<file path="src/hdl/bqls_pkg.sv">
// Package for the brace/quote list splitter: limits, character codes,
// parser phase and status enums, and the structs passed between modules.
package bqls_pkg;

   localparam int MAX_DEPTH    = 255;
   localparam int MAX_ELEMENTS = 1024;

   // nesting and numbering limits, capped by the 8-bit and 10-bit fields
   localparam logic [7:0] DEPTH_CAP = 8'((MAX_DEPTH > 255) ? 255 : MAX_DEPTH);
   localparam logic [9:0] COUNT_CAP =
      10'((MAX_ELEMENTS - 1 > 1023) ? 1023 : MAX_ELEMENTS - 1);

   localparam logic [7:0] CH_TAB    = 8'h09;
   localparam logic [7:0] CH_CR     = 8'h0D;
   localparam logic [7:0] CH_SPACE  = 8'h20;
   localparam logic [7:0] CH_QUOTE  = 8'h22;
   localparam logic [7:0] CH_LBRACE = 8'h7B;
   localparam logic [7:0] CH_RBRACE = 8'h7D;

   typedef enum logic [2:0] {
      PH_SKIP        = 3'd0,
      PH_BARE        = 3'd1,
      PH_BRACE       = 3'd2,
      PH_QUOTE       = 3'd3,
      PH_AFTER_BRACE = 3'd4,
      PH_AFTER_QUOTE = 3'd5,
      PH_ERROR       = 3'd6
   } phase_type;

   typedef enum logic [2:0] {
      ST_OK          = 3'd0,
      ST_AFTER_BRACE = 3'd1,
      ST_AFTER_QUOTE = 3'd2,
      ST_OPEN_BRACE  = 3'd3,
      ST_OPEN_QUOTE  = 3'd4,
      ST_TOO_DEEP    = 3'd5
   } status_type;

   typedef struct packed {
      logic blank;
      logic open_brace;
      logic close_brace;
      logic quote;
   } class_type;

   typedef struct packed {
      logic       content_valid;
      logic [7:0] content_byte;
      logic       element_done;
      logic       element_braced;
      logic [9:0] element_number;
      status_type status;
      logic       list_done;
   } result_type;

endpackage

</file>
<file path="src/hdl/bqls_req_if.sv">
// Input channel of the list splitter: one text byte per item.
// Standalone; no package needed.
interface bqls_req_if;
   logic       valid;
   logic       ready;
   logic [7:0] char_in;
   logic       last_char;

   modport source  (output valid, char_in, last_char, input ready);
   modport sink    (input valid, char_in, last_char, output ready);
   modport monitor (input valid, ready, char_in, last_char);
endinterface

</file>
<file path="src/hdl/bqls_rsp_if.sv">
// Result channel of the list splitter: one result per text byte.
// Standalone; no package needed.
interface bqls_rsp_if;
   logic       valid;
   logic       ready;
   logic       content_valid;
   logic [7:0] content_byte;
   logic       element_done;
   logic       element_braced;
   logic [9:0] element_number;
   logic [2:0] status;
   logic       list_done;

   modport source (output valid, content_valid, content_byte, element_done,
                   element_braced, element_number, status, list_done,
                   input ready);
   modport sink   (input valid, content_valid, content_byte, element_done,
                   element_braced, element_number, status, list_done,
                   output ready);
   modport monitor (input valid, ready, content_valid, content_byte, element_done,
                    element_braced, element_number, status, list_done);
endinterface

</file>
<file path="src/hdl/bqls_char_class.sv">
// Byte classifier: white space, braces and quote.
// Uses bqls_pkg.
module bqls_char_class (
   input  logic [7:0]          char_in,
   output bqls_pkg::class_type cls
);
   import bqls_pkg::*;

   always_comb begin
      cls.blank       = (char_in == CH_SPACE) || (char_in >= CH_TAB && char_in <= CH_CR);
      cls.open_brace  = (char_in == CH_LBRACE);
      cls.close_brace = (char_in == CH_RBRACE);
      cls.quote       = (char_in == CH_QUOTE);
   end
endmodule

</file>
<file path="src/hdl/bqls_parse_fsm.sv">
// Parser state (phase, depth, element count, sticky error) and per-byte result.
// Uses bqls_pkg; fed by bqls_char_class.
module bqls_parse_fsm (
   input  logic                 clock,
   input  logic                 reset,
   input  logic                 step,
   input  logic [7:0]           char_in,
   input  logic                 last_char,
   input  bqls_pkg::class_type  cls,
   output bqls_pkg::result_type result
);
   import bqls_pkg::*;

   phase_type  phase_ff, phase_in;
   logic [7:0] depth_ff, depth_in;
   logic [9:0] count_ff, count_in;
   status_type err_ff, err_in;

   status_type err_new;
   logic [9:0] count_bump;

   assign count_bump = (count_ff < COUNT_CAP) ? count_ff + 10'd1 : count_ff;

   // error raised (or held) by this byte
   always_comb begin
      err_new = err_ff;
      if (err_ff == ST_OK) begin
         case (phase_ff)
            PH_BRACE: begin
               if (cls.open_brace && depth_ff >= DEPTH_CAP)
                  err_new = ST_TOO_DEEP;
               else if (last_char && !(cls.close_brace && depth_ff <= 8'd1))
                  err_new = ST_OPEN_BRACE;
            end
            PH_QUOTE: begin
               if (last_char && !cls.quote) err_new = ST_OPEN_QUOTE;
            end
            PH_AFTER_BRACE: begin
               if (!cls.blank) err_new = ST_AFTER_BRACE;
            end
            PH_AFTER_QUOTE: begin
               if (!cls.blank) err_new = ST_AFTER_QUOTE;
            end
            PH_BARE: begin
               err_new = ST_OK;
            end
            default: begin
               // skip phase: a list that ends on an opener is left open
               if (last_char && cls.open_brace) err_new = ST_OPEN_BRACE;
               else if (last_char && cls.quote) err_new = ST_OPEN_QUOTE;
            end
         endcase
      end
   end

   // next state
   always_comb begin
      phase_in = phase_ff;
      depth_in = depth_ff;
      count_in = count_ff;
      err_in   = err_ff;
      if (last_char) begin
         phase_in = PH_SKIP;
         depth_in = '0;
         count_in = '0;
         err_in   = ST_OK;
      end else if (err_new != ST_OK) begin
         phase_in = PH_ERROR;
         err_in   = err_new;
      end else begin
         case (phase_ff)
            PH_BARE: begin
               if (cls.blank) begin
                  phase_in = PH_SKIP;
                  count_in = count_bump;
               end
            end
            PH_BRACE: begin
               if (cls.open_brace) begin
                  depth_in = depth_ff + 8'd1;
               end else if (cls.close_brace) begin
                  if (depth_ff > 8'd1) begin
                     depth_in = depth_ff - 8'd1;
                  end else begin
                     depth_in = '0;
                     phase_in = PH_AFTER_BRACE;
                     count_in = count_bump;
                  end
               end
            end
            PH_QUOTE: begin
               if (cls.quote) begin
                  phase_in = PH_AFTER_QUOTE;
                  count_in = count_bump;
               end
            end
            PH_AFTER_BRACE, PH_AFTER_QUOTE: begin
               if (cls.blank) phase_in = PH_SKIP;
            end
            default: begin
               if (cls.blank) begin
                  phase_in = PH_SKIP;
               end else if (cls.open_brace) begin
                  depth_in = 8'd1;
                  phase_in = PH_BRACE;
               end else if (cls.quote) begin
                  phase_in = PH_QUOTE;
               end else begin
                  phase_in = PH_BARE;
               end
            end
         endcase
      end
   end

   // result for this byte
   always_comb begin
      logic cur;
      cur = 1'b0;
      result.content_valid  = 1'b0;
      result.element_done   = 1'b0;
      result.element_braced = 1'b0;
      case (phase_ff)
         PH_BARE: begin
            cur = 1'b1;
            result.element_done  = cls.blank || last_char;
            result.content_valid = !cls.blank;
         end
         PH_BRACE: begin
            cur = 1'b1;
            result.element_braced = 1'b1;
            if (cls.close_brace && depth_ff <= 8'd1) result.element_done = 1'b1;
            else result.content_valid = 1'b1;
         end
         PH_QUOTE: begin
            cur = 1'b1;
            if (cls.quote) result.element_done = 1'b1;
            else result.content_valid = 1'b1;
         end
         PH_AFTER_BRACE, PH_AFTER_QUOTE: begin
            cur = 1'b0;
         end
         default: begin
            if (!cls.blank) begin
               cur = 1'b1;
               if (cls.open_brace) begin
                  result.element_braced = 1'b1;
               end else if (!cls.quote) begin
                  result.content_valid = 1'b1;
                  result.element_done  = last_char;
               end
            end
         end
      endcase
      result.element_number = cur ? count_ff : '0;
      if (err_new != ST_OK) begin
         result.content_valid  = 1'b0;
         result.element_done   = 1'b0;
         result.element_braced = 1'b0;
         result.element_number = '0;
      end
      result.content_byte = result.content_valid ? char_in : '0;
      result.status       = err_new;
      result.list_done    = last_char;
   end

   always_ff @(posedge clock) begin
      if (reset) begin
         phase_ff <= PH_SKIP;
         depth_ff <= '0;
         count_ff <= '0;
         err_ff   <= ST_OK;
      end else if (step) begin
         phase_ff <= phase_in;
         depth_ff <= depth_in;
         count_ff <= count_in;
         err_ff   <= err_in;
      end
   end
endmodule

</file>
<file path="src/hdl/brace_quote_list_splitter.sv">
// Brace/quote list splitter, top level.
// Uses bqls_pkg, bqls_req_if, bqls_rsp_if, bqls_char_class, bqls_parse_fsm.
//
// Usage:
//   req_chan carries one byte of list text per item (char_in) and a flag
//   (last_char) that marks the final byte of a list. rsp_chan returns one
//   result item per byte: content byte and flag, element done/braced,
//   element number, status code and list_done.
//   Both channels use valid/ready; an item moves on a rising edge with
//   valid and ready high.
//   An accepted item passes the input register, then the result register,
//   before its result shows on rsp_chan. Throughput: one item per cycle
//   while rsp_chan is not stalled, set by the single parser state update per item.
//   A stalled receiver holds the result register; the input register still
//   takes one more item, and req_chan.ready drops only while both are full.
//   Reset (synchronous, active high) empties both registers and returns the
//   parser to skipping white space at the start of a new list. The final
//   byte of each list also returns the parser to that state.
module brace_quote_list_splitter (
   input  logic      clock,
   input  logic      reset,
   bqls_req_if.sink  req_chan,
   bqls_rsp_if.source rsp_chan
);
   import bqls_pkg::*;

   // input register
   logic       in_v_ff, in_v_in;
   logic [7:0] in_char_ff;
   logic       in_last_ff;

   // result register
   logic       out_v_ff, out_v_in;
   result_type out_ff;

   logic       advance;
   logic       req_take;
   class_type  cls;
   result_type result;

   // an item moves from input to result register when the result slot frees
   assign advance  = in_v_ff && (!out_v_ff || rsp_chan.ready);
   assign req_chan.ready = !in_v_ff || advance;
   assign req_take = req_chan.valid && req_chan.ready;

   assign in_v_in  = req_take || (in_v_ff && !advance);
   assign out_v_in = advance || (out_v_ff && !rsp_chan.ready);

   bqls_char_class u_class (
      .char_in (in_char_ff),
      .cls     (cls)
   );

   bqls_parse_fsm u_fsm (
      .clock     (clock),
      .reset     (reset),
      .step      (advance),
      .char_in   (in_char_ff),
      .last_char (in_last_ff),
      .cls       (cls),
      .result    (result)
   );

   always_ff @(posedge clock) begin
      if (reset) begin
         in_v_ff  <= 1'b0;
         out_v_ff <= 1'b0;
      end else begin
         in_v_ff  <= in_v_in;
         out_v_ff <= out_v_in;
      end
   end

   // payload, no reset
   always_ff @(posedge clock) begin
      if (req_take) begin
         in_char_ff <= req_chan.char_in;
         in_last_ff <= req_chan.last_char;
      end
      if (advance) out_ff <= result;
   end

   assign rsp_chan.valid          = out_v_ff;
   assign rsp_chan.content_valid  = out_ff.content_valid;
   assign rsp_chan.content_byte   = out_ff.content_byte;
   assign rsp_chan.element_done   = out_ff.element_done;
   assign rsp_chan.element_braced = out_ff.element_braced;
   assign rsp_chan.element_number = out_ff.element_number;
   assign rsp_chan.status         = out_ff.status;
   assign rsp_chan.list_done      = out_ff.list_done;
endmodule

</file>
<file path="src/flat_wrapper.sv">
// flat-port wrapper written by rule: the top's interface ports become plain ports
module brace_quote_list_splitter_flat import bqls_pkg::*;
  (clock, reset, req_chan_valid, req_chan_char_in, req_chan_last_char, req_chan_ready, rsp_chan_valid, rsp_chan_content_valid, rsp_chan_content_byte, rsp_chan_element_done, rsp_chan_element_braced, rsp_chan_element_number, rsp_chan_status, rsp_chan_list_done, rsp_chan_ready);
  bqls_req_if req_chan_i ();
  bqls_rsp_if rsp_chan_i ();
  input  logic clock;
  input  logic reset;
  input wire logic [$bits(req_chan_i.valid)-1:0] req_chan_valid;
  input wire logic [$bits(req_chan_i.char_in)-1:0] req_chan_char_in;
  input wire logic [$bits(req_chan_i.last_char)-1:0] req_chan_last_char;
  output wire logic [$bits(req_chan_i.ready)-1:0] req_chan_ready;
  output wire logic [$bits(rsp_chan_i.valid)-1:0] rsp_chan_valid;
  output wire logic [$bits(rsp_chan_i.content_valid)-1:0] rsp_chan_content_valid;
  output wire logic [$bits(rsp_chan_i.content_byte)-1:0] rsp_chan_content_byte;
  output wire logic [$bits(rsp_chan_i.element_done)-1:0] rsp_chan_element_done;
  output wire logic [$bits(rsp_chan_i.element_braced)-1:0] rsp_chan_element_braced;
  output wire logic [$bits(rsp_chan_i.element_number)-1:0] rsp_chan_element_number;
  output wire logic [$bits(rsp_chan_i.status)-1:0] rsp_chan_status;
  output wire logic [$bits(rsp_chan_i.list_done)-1:0] rsp_chan_list_done;
  input wire logic [$bits(rsp_chan_i.ready)-1:0] rsp_chan_ready;
  assign req_chan_i.valid = req_chan_valid;
  assign req_chan_i.char_in = req_chan_char_in;
  assign req_chan_i.last_char = req_chan_last_char;
  assign req_chan_ready = req_chan_i.ready;
  assign rsp_chan_valid = rsp_chan_i.valid;
  assign rsp_chan_content_valid = rsp_chan_i.content_valid;
  assign rsp_chan_content_byte = rsp_chan_i.content_byte;
  assign rsp_chan_element_done = rsp_chan_i.element_done;
  assign rsp_chan_element_braced = rsp_chan_i.element_braced;
  assign rsp_chan_element_number = rsp_chan_i.element_number;
  assign rsp_chan_status = rsp_chan_i.status;
  assign rsp_chan_list_done = rsp_chan_i.list_done;
  assign rsp_chan_i.ready = rsp_chan_ready;
  brace_quote_list_splitter u_core (.clock(clock), .reset(reset), .req_chan(req_chan_i), .rsp_chan(rsp_chan_i));
endmodule
</file>
<file path="config.mk">
export PLATFORM = sky130hd
export DESIGN_NAME = brace_quote_list_splitter_flat
export DESIGN_NICKNAME = d
export VERILOG_FILES = /design/src/hdl/bqls_pkg.sv /design/src/hdl/bqls_req_if.sv /design/src/hdl/bqls_rsp_if.sv /design/src/hdl/bqls_char_class.sv /design/src/hdl/bqls_parse_fsm.sv /design/src/hdl/brace_quote_list_splitter.sv /design/src/flat_wrapper.sv
export SDC_FILE = /design/constraint.sdc
export NUM_CORES = 1
export LEC_CHECK = 0
export BUFFER_PORTS_ARGS = -buffer_cell sky130_fd_sc_hd__buf_2
export CAP_MARGIN = 25
export CORE_MARGIN = 1
export CORE_UTILIZATION = 49
export CTS_CLUSTER_DIAMETER = 80
export CTS_CLUSTER_SIZE = 14
export DETAILED_ROUTE_END_ITERATION = 16
export GPL_TIMING_DRIVEN = 0
export PLACE_DENSITY = 0.66
export SYNTH_ARGS = -nofsm -noshare
export SYNTH_HDL_FRONTEND = slang
export SYNTH_HIERARCHICAL = 1
export SYNTH_SLANG_ARGS = --single-unit
</file>
<file path="constraint.sdc">
create_clock -name clock -period 5.3 [get_ports clock]
set_input_delay 1.06 -clock clock [delete_from_list [all_inputs] [get_ports clock]]
set_output_delay 1.06 -clock clock [all_outputs]
set_load 0.005 [all_outputs]
</file>
==> results of run 1 <==
synth_stat cells (all sizes together), types with 6 or more instances:
master,number,area share
nand2,19,0.022
nand2b,6,0.011
dfxtp,26,0.16
buf,7,0.015
nor2b,6,0.011
nand3,9,0.014
edfxtp,34,0.31
nand4,12,0.023
inv,13,0.015
clkbuf,12,0.014
nor3,7,0.011
or3,6,0.011
nor2,26,0.031
and2,29,0.057
a21oi,20,0.034
or4,6,0.015
o21ai,21,0.033
critical path: cells and delay by family, from the launching register on:
| family | cells | cell delay [ns] |
|---|---|---|
| AO/OA/AOI/OAI | 5 | 1.48 |
| AND/OR/NAND/NOR | 4 | 0.94 |
| buffers and inverters | 2 | 0.76 |
| flip-flops | 1 | 0.39 |
per-stage QoR:
step / utilization / cells / hold WS (ns) / worst slack [ns]
final: 0.5848 / 470 / 0.4943 / 1.659
after global routing: 0.5848 / 470 / 0.5185 / 1.315
after CTS: 0.5848 / 470 / 0.4958 / 1.712
after detailed placement: 0.5570 / 454 / 0.4880 / 1.519
after global placement: 0.5570 / 454 / 0.4791 / 1.533
after floorplan: - / 338 / 0.4549 / 2.124
flip-flops by register name (all words and copies together) (netlist names):
name and cells:
u_core/rsp_chan.content_valid 1, u_core/rsp_chan.element_braced 1, u_core/rsp_chan.element_number 10, u_core/rsp_chan.status 3, u_core/u_fsm/depth_ff 8, u_core/rsp_chan.element_done 1
u_core/u_fsm/err_ff 3, u_core/u_fsm/count_ff 10, u_core/in_v_ff 1, u_core/u_fsm/phase_ff 3, u_core/rsp_chan.list_done 1, u_core/rsp_chan.valid 1
u_core/rsp_chan.content_byte 8, u_core/in_char_ff 8, u_core/in_last_ff 1
kinds of logic after synthesis:
| logic type | share of synthesized area |
|---|---|
| compound gates | 0.1908 |
| buf+inv | 0.04368 |
| mux | 0.006131 |
| simple gates | 0.2694 |
| xor+xnor | 0.002682 |
| flops | 0.4720 |
| fa+ha+maj | 0.01533 |
routing by layer:
metal | part of all wire | track usage | vias up
li1 | - | - | 1380
met1 | 0.48 | 0.3221 | 1307
met2 | 0.45 | 0.3392 | 86
met3 | 0.049 | 0.04748 | 9
met4 | 0.014 | 0.07242 | 0
met5 | 0 | 0 | -
power by group:
part / leakage (nW) / switching [mW] / total [mW] / internal [mW]
Sequential: 0.530 / 0.00952 / 0.525 / 0.515
Combinational: 0.811 / 0.0881 / 0.139 / 0.0505
Clock: 0.0894 / 0.171 / 0.384 / 0.214
Total: 1.43 / 0.268 / 1.05 / 0.780
cell type report:
cell class / count / share of cell area
tap: 77 / 0.02580
clock inverter: 4 / 0.01139
sequential: 60 / 0.4127
clock buffer: 12 / 0.03618
multi-input combinational: 246 / 0.4235
timing repair buffer: 39 / 0.05226
buffer: 19 / 0.02513
inverter: 13 / 0.01307
how the worst min path moves through the flow:
stage | endpoint | slack, ns
global route | u_core/u_fsm/depth_ff[7] | 0.52
floorplan | u_core/u_fsm/depth_ff[7] | 0.45
CTS | u_core/rsp_chan.valid | 0.50
detailed placement | u_core/u_fsm/depth_ff[7] | 0.49
global placement | u_core/rsp_chan.valid | 0.48
finish | u_core/rsp_chan.valid | 0.49
==> qor.yml, run 1 <==
total_power_mw: 1.048
hold_path_depth: 2
syn_nets: 355
outcome: "completed"
fill_cells: 564
grt_max_degree: 27
drt_iter0_drc: 149
die_w_um: 83.64
layout_common_cells: "41 x buf_2, 34 x edfxtp_1, 26 x dfxtp_1, 26 x and2_1, 25 x nor2_1"
rsz0062_at_grt: "false"
avgRoutedWirePerCell_um: 15.59
r2r_start: "u_core/in_char_ff[7]"
start_util: 0.5114
irDropWorstVdd_uv: 177.3
cts_sinks: 60
routed_wl_um: 7327
gp_routability_congestion: 0.8835
cts-resized-gates: 0
synth_edf_count: 34
multiInputGateArea_um2: 1582
fin_tns_setup_ns: 0
grt_pass1_wl_um: 12560
syn_area_per_cell_um2: 9.662
numCtsBuffers: 9
final_area_um2: 3735
via_count: 2782
worstSetupPathType: "reg -> reg"
syn-cell-area_um2: 3266
final_common_cell: "buf_2"
clock_skew_ns: 0.009504
async_flop_share: 0
setup_viol: 0
maxCapViolCount: 0
ys_types: 67
final_antenna_net_count: 0
grt_overflow: 0
hold_buffers: 0
max_slew.worst_pin.slew_ns: 0.9053
worst-path-max-fanout: 10
ys_seq_area_frac: 0.4720
startpoint_type: "flip-flop"
register_area_um2: 1541
synthToLayoutAreaGrowth_pct: 14.37
reg2reg_depth: 11
worstHoldStart: "u_core/in_v_ff"
coreArea_um2: 6386
clock_latency_ns: 0.33
fin_crit_sh: 0.6869
io_pins: 40
required_ns: 5.55
drcViolationCount: 0
dr.pass1.iters: 6
synth_flop_cell: "edfxtp_1"
fp.dieArea_um2: 6995
clock_path_buffers: 2
viasPerCell: 5.919
arrival_ns: 3.90
drv_slew: 0
crit_top_cell: "and4b_1"
cts_max_level: 3
p_per_area_nw_per_um2: 280.6
synth_seq_cells: 60
cts_tree: "yes"
root_buffer: "clkbuf_8"
core.rowCount: 29
dp_hpwl_um: 5263
startpoint: "u_core/in_char_ff[7]"
post_cts.repair.setup_buffers: 0
cp-endpoint: "u_core/u_fsm/depth_ff[4]"
clkTransAtPathRegs_ns: 0.07
yosysWarnings: 6
antenna_found_initial: 0
netlist_instances: 338
worstReg2RegEnd: "u_core/u_fsm/depth_ff[4]"
worst_path_largest_cell_delay_ns: 0.62
nets: 405
fmax_mhz: 274.7
track_usage: 0.2248
grt_pass1_vias: 2612
regToRegSetupSlack_ns: 1.66
crit_chain: "and4b_1 -> nand3_1 -> nor2_1 -> clkbuf_1 -> and4b_1 -> a221oi_1 -> o21ai_1 -> a211oi_1 -> buf_2 -> a41oi_1 -> a31oi_1"
diodes: 0
hp-class: "reg -> reg"
power_leakage_nw: 1.431
die_y_um: 83.64
endpoint_kind: "flip-flop"
drive_above_1_share: 0.1832
slew_headroom: 0.3964
period_needed_ns: 3.641
port_buffers: 39
crit_slowest_cell: "a211oi_1"
place_area_um2: 3557
hold_viol: 0
Note: power is estimated with default switching activity, not from simulation.
==> inputs of run 2 (changes only) <==
Settings changed: PLACE_DENSITY 0.66 to 0.69.
Clock period 5.3 ns to 3.1 ns, I/O delays scaled along.
==> qor.yml, run 2 (synthesized netlist as in run 1, its figures left out) <==
hold_path_depth: 1  # -1
drive_above_1_share: 0.2655  # +0.08230
fmax_mhz: 314.8  # +15%
worst-path-max-fanout: 4  # -6
worstSetupPathType: "reg -> reg"
final_antenna_net_count: 0  # unchanged
core.rowCount: 29  # unchanged
fp.dieArea_um2: 6995  # unchanged
root_buffer: "clkbuf_8"
cts_tree: "yes"
holdWs_ns: 0.4417  # -0.05261 ns
hp-class: "in -> reg"
cts_sinks: 60  # unchanged
final_area_um2: 4038  # +8.1%
track_usage: 0.2265  # +0.001675
setup_viol: 13  # +13
io_pins: 40  # unchanged
grt_pass1_wl_um: 12360  # -1.6%
grt_overflow: 0  # unchanged
maxCapViolCount: 0  # unchanged
worstHoldStart: "req_chan_char_in[4]"
violations: "setup timing"
die_w_um: 83.64  # unchanged
period_needed_ns: 3.176  # -0.4644 ns
cts_max_level: 3  # unchanged
drcViolationCount: 0  # unchanged
dr.pass1.iters: 5  # -1
port_buffers: 39  # unchanged
dp_hpwl_um: 5267  # about the same
p_per_area_nw_per_um2: 498.3  # +78%
start_util: 0.5114  # unchanged
slew_headroom: 0.4036  # +0.007121
startpoint_type: "flip-flop"
routed_wl_um: 8025  # +9.5%
coreArea_um2: 6386  # unchanged
total_power_mw: 2.012  # +92%
r2r_start: "u_core/in_char_ff[7]"
drt_iter0_drc: 218  # +46%
endpoint_kind: "flip-flop"
clock_path_buffers: 2  # unchanged
power_leakage_nw: 1.556  # +8.7%
viasPerCell: 6.144  # +3.8%
worstReg2RegEnd: "u_core/u_fsm/count_ff[2]"
place_area_um2: 3557  # unchanged
via_count: 2949  # +6.0%
avgRoutedWirePerCell_um: 16.72  # +7.2%
fin_crit_sh: 1.025  # +0.3377
fill_cells: 534  # -5.3%
place_ws_ns: -0.3467  # -1.866 ns
irDropWorstVdd_uv: 339.1  # +91%
grt_max_degree: 27  # unchanged
setup_ws_ns: -0.07628  # -1.736 ns
hold_viol: 0  # unchanged
synthToLayoutAreaGrowth_pct: 23.64
rsz0062_at_grt: "true"
outcome: "finished with violations"
numCtsBuffers: 9  # unchanged
max_slew.worst_pin.slew_ns: 0.8947  # -0.01068 ns
final_common_cell: "buf_2"
arrival_ns: 3.47  # -0.43 ns
drv_slew: 0  # unchanged
hold_buffers: 0  # unchanged
antenna_found_initial: 0  # unchanged
clkTransAtPathRegs_ns: 0.07  # about the same
clock_skew_ns: 0.01058  # +0.001080 ns
fin_tns_setup_ns: -0.2270  # -0.2270 ns
required_ns: 3.39  # -2.16 ns
reg2reg_depth: 11  # unchanged
clock_latency_ns: 0.35  # +0.02 ns
hold_path_end: "u_core/in_char_ff[4]"
grt_pass1_vias: 2592  # -0.77%
die_y_um: 83.64  # unchanged
layout_common_cells: "41 x buf_2, 34 x edfxtp_1, 26 x dfxtp_1, 26 x and2_1, 24 x nor2_1"
gp_routability_congestion: 0.8764  # -0.80%
regToRegSetupSlack_ns: -0.08  # -1.74 ns
nets: 415  # +2.5%
diodes: 0  # unchanged
## run 2: cell types whose count changed in the layout (fill, tap and decap cells not counted), sizes merged
| cell | previous run | this run |
|---|---|---|
| clkinvlp | 0 | 1 |
| bufinv | 1 | 2 |
| clkinv | 3 | 1 |
| buf | 46 | 58 |
| clkbuf | 24 | 22 |
## run 2: worst max path at each step
stage                               from                       end  slack [ns]  cells after the start
floorplan           u_core/in_char_ff[3]  u_core/u_fsm/count_ff[8]        0.19                     11
global placement    u_core/in_char_ff[5]  u_core/u_fsm/depth_ff[7]       -0.41                     11
detailed placement  u_core/in_char_ff[5]  u_core/u_fsm/depth_ff[7]       -0.35                     11
CTS                 u_core/in_char_ff[3]  u_core/u_fsm/count_ff[7]      -0.005                     11
global route        u_core/in_char_ff[7]  u_core/u_fsm/count_ff[2]       -0.17                     11
finish              u_core/in_char_ff[7]  u_core/u_fsm/count_ff[2]       -0.08                     11
## run 2: worst max-delay path: stages, from the launching register on
cell	delay (ns)
edfxtp_1	0.41
and4b_1	0.33
nand3_2	0.14
nor3b_4	0.28
inv_2	0.10
o41a_1	0.42
o32ai_4	0.31
inv_2	0.10
a211o_4	0.31
buf_12	0.14
or4_4	0.50
nand2_1	0.08
## run 2: per-layer routing
metal / GRT usage / vias up / wire length (µm)
met3: 0.05737 / 21 / 551
met2: 0.3533 / 132 / 3817
met1: 0.3013 / 1401 / 3478
met4: 0.09091 / 0 / 177
met5: 0 / - / 0
li1: - / 1395 / -
## run 2: through the flow
stage | util | std cells
finish | 0.6322 | 480
global route | 0.6322 | 480
detailed placement | 0.5570 | 454
CTS | 0.6125 | 476
floorplan | - | 338
global placement | 0.5570 | 454
## run 2: what timing repair did
item                                    in CTS  in global routing
pin swaps                                    3                 19
buffers inserted                             6                  5
endpoints found under the setup margin      42                 42
gates resized for setup                     18                 23
## run 2: cell type report
type	count	area, µm²	share of cell area
multi-input cells	246	1714	0.4245
plain buffers	18	120.1	0.02975
clock buffers	12	155.1	0.03843
repair buffers	50	290.3	0.07189
inverters	13	48.80	0.01209
flip-flops and latches	60	1541	0.3818
clock inverters	4	71.32	0.01766
well taps	77	96.34	0.02386
## run 2: report_power, final
part           leakage [nW]  switching [mW]  internal [mW]
Clock                 0.110           0.312          0.494
Combinational         0.915           0.175          0.134
Sequential            0.530          0.0160          0.881
